`config.mk`:
```
export PLATFORM = sky130hd
export DESIGN_NAME = phs_isqrt
export DESIGN_NICKNAME = d
export VERILOG_FILES = /design/src/hw/rtl/phs_pkg.sv /design/src/hw/rtl/phs_isqrt.sv
export SDC_FILE = /design/constraint.sdc
export NUM_CORES = 2
export LEC_CHECK = 0
export ABC_CLOCK_PERIOD_IN_PS = 11050
export BUFFER_PORTS_ARGS = -buffer_cell sky130_fd_sc_hd__buf_2
export CAP_MARGIN = 0
export CORE_MARGIN = 2
export CORE_UTILIZATION = 35
export DETAILED_ROUTE_END_ITERATION = 8
export PLACE_DENSITY = 0.6
export SLEW_MARGIN = 15
export SYNTH_ARGS = -nofsm -noshare
export SYNTH_HDL_FRONTEND = slang
export SYNTH_SLANG_ARGS = --single-unit
```
`constraint.sdc`:
```
create_clock -name clk -period 11.05 [get_ports clk]
set_clock_uncertainty 0.1 [all_clocks]
set_input_delay 1.6575 -clock clk [delete_from_list [all_inputs] [get_ports clk]]
set_output_delay 1.6575 -clock clk [all_outputs]
set_load 0.05 [all_outputs]
```
`src/hw/rtl/phs_pkg.sv`:
```
// shared types and constants for the polyharmonic spline derivative kernel
package phs_pkg;

  // default limits of the parameters
  localparam int MAX_DEGREE_DEF   = 5;
  localparam int MAX_EXPONENT_DEF = 7;

  // widths of the exponent, step counts and radius
  localparam int Q_W   = 4;
  localparam int CNT_W = 4;
  localparam int R_W   = 36;

  // pipeline shape of the root and divide units
  localparam int SQRT_STAGES = 16;
  localparam int DIV_STAGES  = 32;
  localparam int N_DIV       = 3;

  // saturation limits
  localparam logic [63:0] POS_LIMIT = 64'h7FFF_FFFF_FFFF_FFFF;
  localparam logic [63:0] NEG_LIMIT = 64'h8000_0000_0000_0000;

  // configuration register index
  typedef enum logic {
    REG_PHS_EXPONENT = 1'b0,
    REG_POLY_DEGREE  = 1'b1
  } cfg_idx_t;

  // result status codes
  typedef enum logic [1:0] {
    ST_OK    = 2'd0,
    ST_ORDER = 2'd1,
    ST_SAT   = 2'd2
  } status_t;

  // item carried down the pipeline
  typedef struct packed {
    logic [63:0]      c;
    logic [R_W-1:0]   r;
    logic             ovf;
    logic             neg;
    logic             zero;
    logic             bad;
    logic [CNT_W-1:0] mcnt;
    logic [1:0]       dcnt;
    logic [4:0]       slot;
    logic [1:0]       weight;
    logic             present;
  } item_t;

endpackage

```
`src/hw/rtl/phs_isqrt.sv`:
```
// pipelined integer square root, two root bits per stage, with item sideband
module phs_isqrt (
  input  logic                clk,
  input  logic                rst,
  input  logic                en,
  input  logic                in_valid,
  input  logic [63:0]         rs,
  input  phs_pkg::item_t      in_item,
  output logic                out_valid,
  output phs_pkg::item_t      out_item
);

  localparam int STAGES = phs_pkg::SQRT_STAGES;

  logic                 v    [STAGES+1];
  phs_pkg::item_t       itm  [STAGES+1];
  logic [63:0]          val  [STAGES+1];
  logic [35:0]          rem  [STAGES+1];
  logic [31:0]          root [STAGES+1];

  // stage zero is the unit input
  assign v[0]    = in_valid;
  assign itm[0]  = in_item;
  assign val[0]  = rs;
  assign rem[0]  = '0;
  assign root[0] = '0;

  for (genvar s = 0; s < STAGES; s++) begin : g_stage
    logic [35:0] rem_next;
    logic [31:0] root_next;

    // two digit steps of the restoring root
    always_comb begin
      logic [35:0] rm;
      logic [31:0] rt;
      logic [35:0] trial;
      rm = rem[s];
      rt = root[s];
      for (int k = 0; k < 2; k++) begin
        rm    = {rm[33:0], val[s][63 - 4*s - 2*k -: 2]};
        trial = {2'b00, rt, 2'b01};
        if (rm >= trial) begin
          rm = rm - trial;
          rt = {rt[30:0], 1'b1};
        end else begin
          rt = {rt[30:0], 1'b0};
        end
      end
      rem_next  = rm;
      root_next = rt;
    end

    // valid bit
    always_ff @(posedge clk) begin
      if (rst) begin
        v[s+1] <= 1'b0;
      end else if (en) begin
        v[s+1] <= v[s];
      end
    end

    // payload
    always_ff @(posedge clk) begin
      if (en) begin
        itm[s+1]  <= itm[s];
        val[s+1]  <= val[s];
        rem[s+1]  <= rem_next;
        root[s+1] <= root_next;
      end
    end
  end

  // radius in Q32.32 is the root shifted up by four
  always_comb begin
    out_item   = itm[STAGES];
    out_item.r = {root[STAGES], 4'b0000};
  end
  assign out_valid = v[STAGES];

endmodule

```
======== Word level (Yosys, flattened, before mapping) ========
Index checks and enable logic that the tools add are counted.
storage, ports and cells
  bits in registers ....................... 2,590
  input bits .............................. 186
  output and inout bits ................... 119
  word-level logic and storage cells ...... 348
operators by class
  add/subtract/negate cells ............... 31
  $lt $le $gt $ge ......................... 32
  multiplexer cells ....................... 63
operators with widths
  kind                            count
  2-to-1 mux 34 bit               31
  >= comparator 36 x 10 -> 1 bit  1
  >= comparator 36 x 11 -> 1 bit  1
  >= comparator 36 x 12 -> 1 bit  1
  >= comparator 36 x 13 -> 1 bit  1
  >= comparator 36 x 14 -> 1 bit  1
  >= comparator 36 x 15 -> 1 bit  1
  >= comparator 36 x 16 -> 1 bit  1
  >= comparator 36 x 17 -> 1 bit  1
  >= comparator 36 x 18 -> 1 bit  1
  >= comparator 36 x 19 -> 1 bit  1
  >= comparator 36 x 20 -> 1 bit  1
  >= comparator 36 x 21 -> 1 bit  1
  >= comparator 36 x 22 -> 1 bit  1
  >= comparator 36 x 23 -> 1 bit  1
  >= comparator 36 x 24 -> 1 bit  1
  >= comparator 36 x 25 -> 1 bit  1
  >= comparator 36 x 26 -> 1 bit  1
  >= comparator 36 x 27 -> 1 bit  1
  >= comparator 36 x 28 -> 1 bit  1
  >= comparator 36 x 29 -> 1 bit  1
  >= comparator 36 x 3 -> 1 bit   1
  >= comparator 36 x 30 -> 1 bit  1
  >= comparator 36 x 31 -> 1 bit  1
  41 further kinds                72

======== Longest topological paths before layout ========
  depth in word-level cells ............... 4
  mapped depth ............................ 32
  depth with buffers taken out ............ 28

======== Least setup slack after synthesis ========
Ideal clock, no wire load.
  path type ............................... reg2reg
  start ................................... register rem[99] (netlist bit)
  end ..................................... register rem[52] (netlist bit), data pin
  setup time .............................. 0.272 ns
  arrival time ............................ 5.700 ns
  required time ........................... 10.678 ns
  slack ................................... 4.979 ns
  cell stages (with the launch flop) ...... 30
  path buffers ............................ 5
  cells stage by stage .................... edfxtp_1 ha_1 clkbuf_1 nor4bb_1 nand3_1 nor3_1 a211o_1 nor2_1 nand2_1 inv_2 clkbuf_1 clkbuf_1 o31ai_1 ha_1 a21o_1 a21o_1 a21o_1 a21o_1 a21o_1 a21oi_1 o221a_2 o221a_2 nand4_1 nor4_1 and3_1 clkbuf_1 clkinv_1 buf_1 nor2_1 a21oi_1
between the ends
  cells in the longest elaborated chain, start to end .. 4
RTL lines
  element                                                                                RTL line                          text
  start: declaration                                                                     phs_isqrt.sv:18                   logic [35:0] rem [STAGES+1];
  start signal: indexed assignment                                                       phs_isqrt.sv:67                   rem[s+1] <= rem_next;
  >= comparator 36 x 30 -> 1 bit (*)                                                     phs_isqrt.sv:42                   if (rm >= trial) begin
  2-to-1 mux 1 bit (*)                                                                   phs_isqrt.sv:42
  via g_stage[14].$4.rt[1]                                                               phs_isqrt.sv:35                   logic [31:0] rt;
  subtractor 34 x 31 -> 34 bit / >= comparator 36 x 31 -> 1 bit (equally long branches)  phs_isqrt.sv:43, phs_isqrt.sv:42
  2-to-1 mux 34 bit (*)                                                                  phs_isqrt.sv:42
  via g_stage[14].$4.rm[16]                                                              phs_isqrt.sv:34                   logic [35:0] rm;
The timed path passes the listed nets; every way through them passes the cells marked *.
A chain may end at the register's enable or synchronous reset.

======== Worst setup path in the final report ========
  start ................................... register root[90] (netlist bit)
  end ..................................... register rem[44] (netlist bit), data pin
between the ends
  cells in the longest elaborated chain, start to end .. 4
RTL lines
  element                                                                                RTL line                          text
  start: declaration                                                                     phs_isqrt.sv:19                   logic [31:0] root [STAGES+1];
  start signal: indexed assignment                                                       phs_isqrt.sv:68                   root[s+1] <= root_next;
  >= comparator 36 x 30 -> 1 bit (*)                                                     phs_isqrt.sv:42
  2-to-1 mux 1 bit (*)                                                                   phs_isqrt.sv:42
  via g_stage[14].$4.rt[1]                                                               phs_isqrt.sv:35
  subtractor 34 x 31 -> 34 bit / >= comparator 36 x 31 -> 1 bit (equally long branches)  phs_isqrt.sv:43, phs_isqrt.sv:42
  2-to-1 mux 34 bit (*)                                                                  phs_isqrt.sv:42
  via g_stage[14].$4.rm[8]                                                               phs_isqrt.sv:34
Marks and branches as above.

==> results.sh <==
export IMPL_syn_avg_cell_area_um2=12.9
export IMPL_tightestPinTransition_ps=1140
export IMPL_ir_drop_uv=159
export IMPL_synth_main_ff_cell="edfxtp_1"
export IMPL_syn_area_um2=121000
export IMPL_powerDensity_nw_per_um2=233
export IMPL_p_leak_nw=50.7
export IMPL_dr_pass1_iters=7
export IMPL_grt_pass1_wl_mm=410
export IMPL_final_nets=10398
export IMPL_routed_wl_mm=265
export IMPL_async_flop_share=0
export IMPL_htreeDepth=5
export IMPL_synth_seq_area_share=0.636
export IMPL_via_per_inst=5.07
export IMPL_hold_viol_final=0
export IMPL_cts_setup_buffers=0
export IMPL_crit_top_cell="a21o_1"
export IMPL_dr_wl_met2_mm=120
export IMPL_drc=0
export IMPL_synth_edf_count=2549
export IMPL_worstPathRequired_ps=11560
export IMPL_slew_viol_final=0
export IMPL_initial_utilization=0.352
export IMPL_postRouteAntennaNets=0
export IMPL_detail_route_iter0_violations=5130
export IMPL_max_freq_mhz=111
export IMPL_cts_num_sinks=2565
export IMPL_utilization=0.397
export IMPL_vias=73177
export IMPL_core_region_area_um2=343000
export IMPL_wl_met1_mm=122
export IMPL_holdBufCountCts=0
export IMPL_synthTopCellsByArea="edfxtp_1 (63%), ha_1 (5.8%), xnor2_1 (3.6%), a21oi_1 (2.5%), xor2_1 (2.1%)"
export IMPL_layout_cells_non_filler=14438
export IMPL_portBuffers=264
export IMPL_cap_viol_max_count=0
export IMPL_place_gp_congestion=0.910
export IMPL_fillers=32064
export IMPL_regArea_um2=76900
export IMPL_ctsResizeCount=0
export IMPL_crit_path_start_kind="flop"
export IMPL_multi_input_area_um2=40800
export IMPL_pin_count=305
export IMPL_synth_top_cells_by_count="edfxtp_1 (2549), nor2_1 (633), nand2_1 (626)"
export IMPL_power_w=0.0317
export IMPL_track_usage=0.146
export IMPL_ys_types=107
export IMPL_die_x_um=592
export IMPL_slew_headroom=0.243
export IMPL_path_clk_slew_ps=70
export IMPL_insertion_delay_ps=900
export IMPL_crit_slowest_cell="clkinv_1"
export IMPL_synth_top_area_share=0.633
export IMPL_hpwlAfterDp_mm=191
export IMPL_grt_max_degree=197
export IMPL_grt_remaining_overflow=0
export IMPL_grt_antenna_before_repair=9
export IMPL_numPlacedInstances=13923
export IMPL_wl_met3_mm=11.9
export IMPL_synth_most_common_cell="edfxtp_1"
export IMPL_area_growth_pct=12.7
export IMPL_critPathMaxFanout=42
export IMPL_post_synth_inst_count=9339
export IMPL_clk_path_buf_depth=4
export IMPL_fin_crit_ps=9030
export IMPL_post_drt_wl_per_cell_um=18.3
export IMPL_critical_path_max_stage_delay_ps=680
export IMPL_placementRows=215
export IMPL_setup_tns_ps=0
export IMPL_cts_root_buf="clkbuf_16"
export IMPL_drive_gt1_frac=0.0939
export IMPL_fin_crit_sh=0.817
export IMPL_finalSetupViolCount=0
export IMPL_ys_ff_latch=2565
export IMPL_rsz0062_at_grt="no"
export IMPL_cts_tree="done"
export IMPL_yosysTopAreaCell="edfxtp_1"
export IMPL_outcome="completed"
export IMPL_crit_path_end_kind="flop"
export IMPL_hp_class="flop to flop"
export IMPL_grt_pass1_vias=72258
export IMPL_highest_signal_layer="met4"
export IMPL_fp_dieH_um=592
export IMPL_cts_buffers=287
export IMPL_worstSetupPathType="flop to flop"
export IMPL_yosysWarnings=0
export IMPL_dieArea_um2=350000
export IMPL_critical_path_arrival_ps=9540
export IMPL_hold_slack_ps=287
-- logic make-up after synthesis --
| logic type | Yosys count | share of synthesized area |
|---|---|---|
| simple gates | 2503 | 0.103 |
| fa+ha+maj | 558 | 0.0577 |
| mux | 128 | 0.0116 |
| buf+inv | 780 | 0.0272 |
| flops | 2565 | 0.636 |
| other cells | 2 | 0.0000621 |
| compound gates | 2026 | 0.108 |
| xor+xnor | 777 | 0.0563 |
-- critical path, delay by kind of cell, from the launching register on --
kind / cells / cell delay (ps)
and+or+nand+nor: 8 / 2930
AOI/OAI and AO/OA: 10 / 2490
buffers and inverters: 4 / 1570
adders and majority gates: 2 / 750
muxes: 1 / 500
DFF: 1 / 360
-- state kept, by name, summed over array words and instances, names as in the netlist --
register	count
itm	1230
out_item	114
out_valid	1
rem	485
root	240
v	15
val	480
-- final timing paths --
check           start  cells after the start  slack, ps        to
max          root[90]                     25       2020   rem[44]
max reg2reg  root[90]                     25       2020   rem[44]
min reg2reg  itm[535]                      0        290  itm[417]
min          itm[535]                      0        290  itm[417]
-- final cells by class --
type                    count  area share
clock inverters           176      0.0131
flip-flops and latches   2565       0.564
inverters                 489      0.0135
multi-input cells        5998       0.299
repair buffers            314      0.0134
well taps                4557      0.0419
clock buffers             337      0.0547
diodes                      2   0.0000367
-- per-layer routing --
layer / vias up / GRT usage
li1: 35712 / -
met1: 35226 / 0.199
met2: 1714 / 0.233
met3: 525 / 0.0220
met4: 0 / 0.0620
met5: - / 0
-- placed cells by master, fill, tap and decap left out, drive strengths merged, types with 82 or more instances in the layout --
cell type  count
a21o         308
xnor2        491
a21oi        614
nand4        113
xor2         286
o21a          82
mux2          86
nor2         633
clkinv       118
ha           557
nand2        626
inv          513
nand2b       101
nor4         102
nand3        194
buf          314
edfxtp      2549
clkbuf       337
nor3         206
o21ai        423
or3           83
nor2b         89
-- per-stage QoR --
| stage | cell area, µm² | worst slack, ps |
|---|---|---|
| finish | 136000 | 2020 |
| global route | 136000 | 1440 |
| CTS | 136000 | 1940 |
| detailed placement | 127000 | 2060 |
| global placement | 127000 | 2070 |
| floorplan | 121000 | 4980 |
-- power by group --
group / internal (W) / switching [W]
combinational: 0.00380 / 0.00572
sequential: 0.0122 / 0.000723
clock: 0.00535 / 0.00393
No activity file was read; power rests on OpenSTA's default activity.
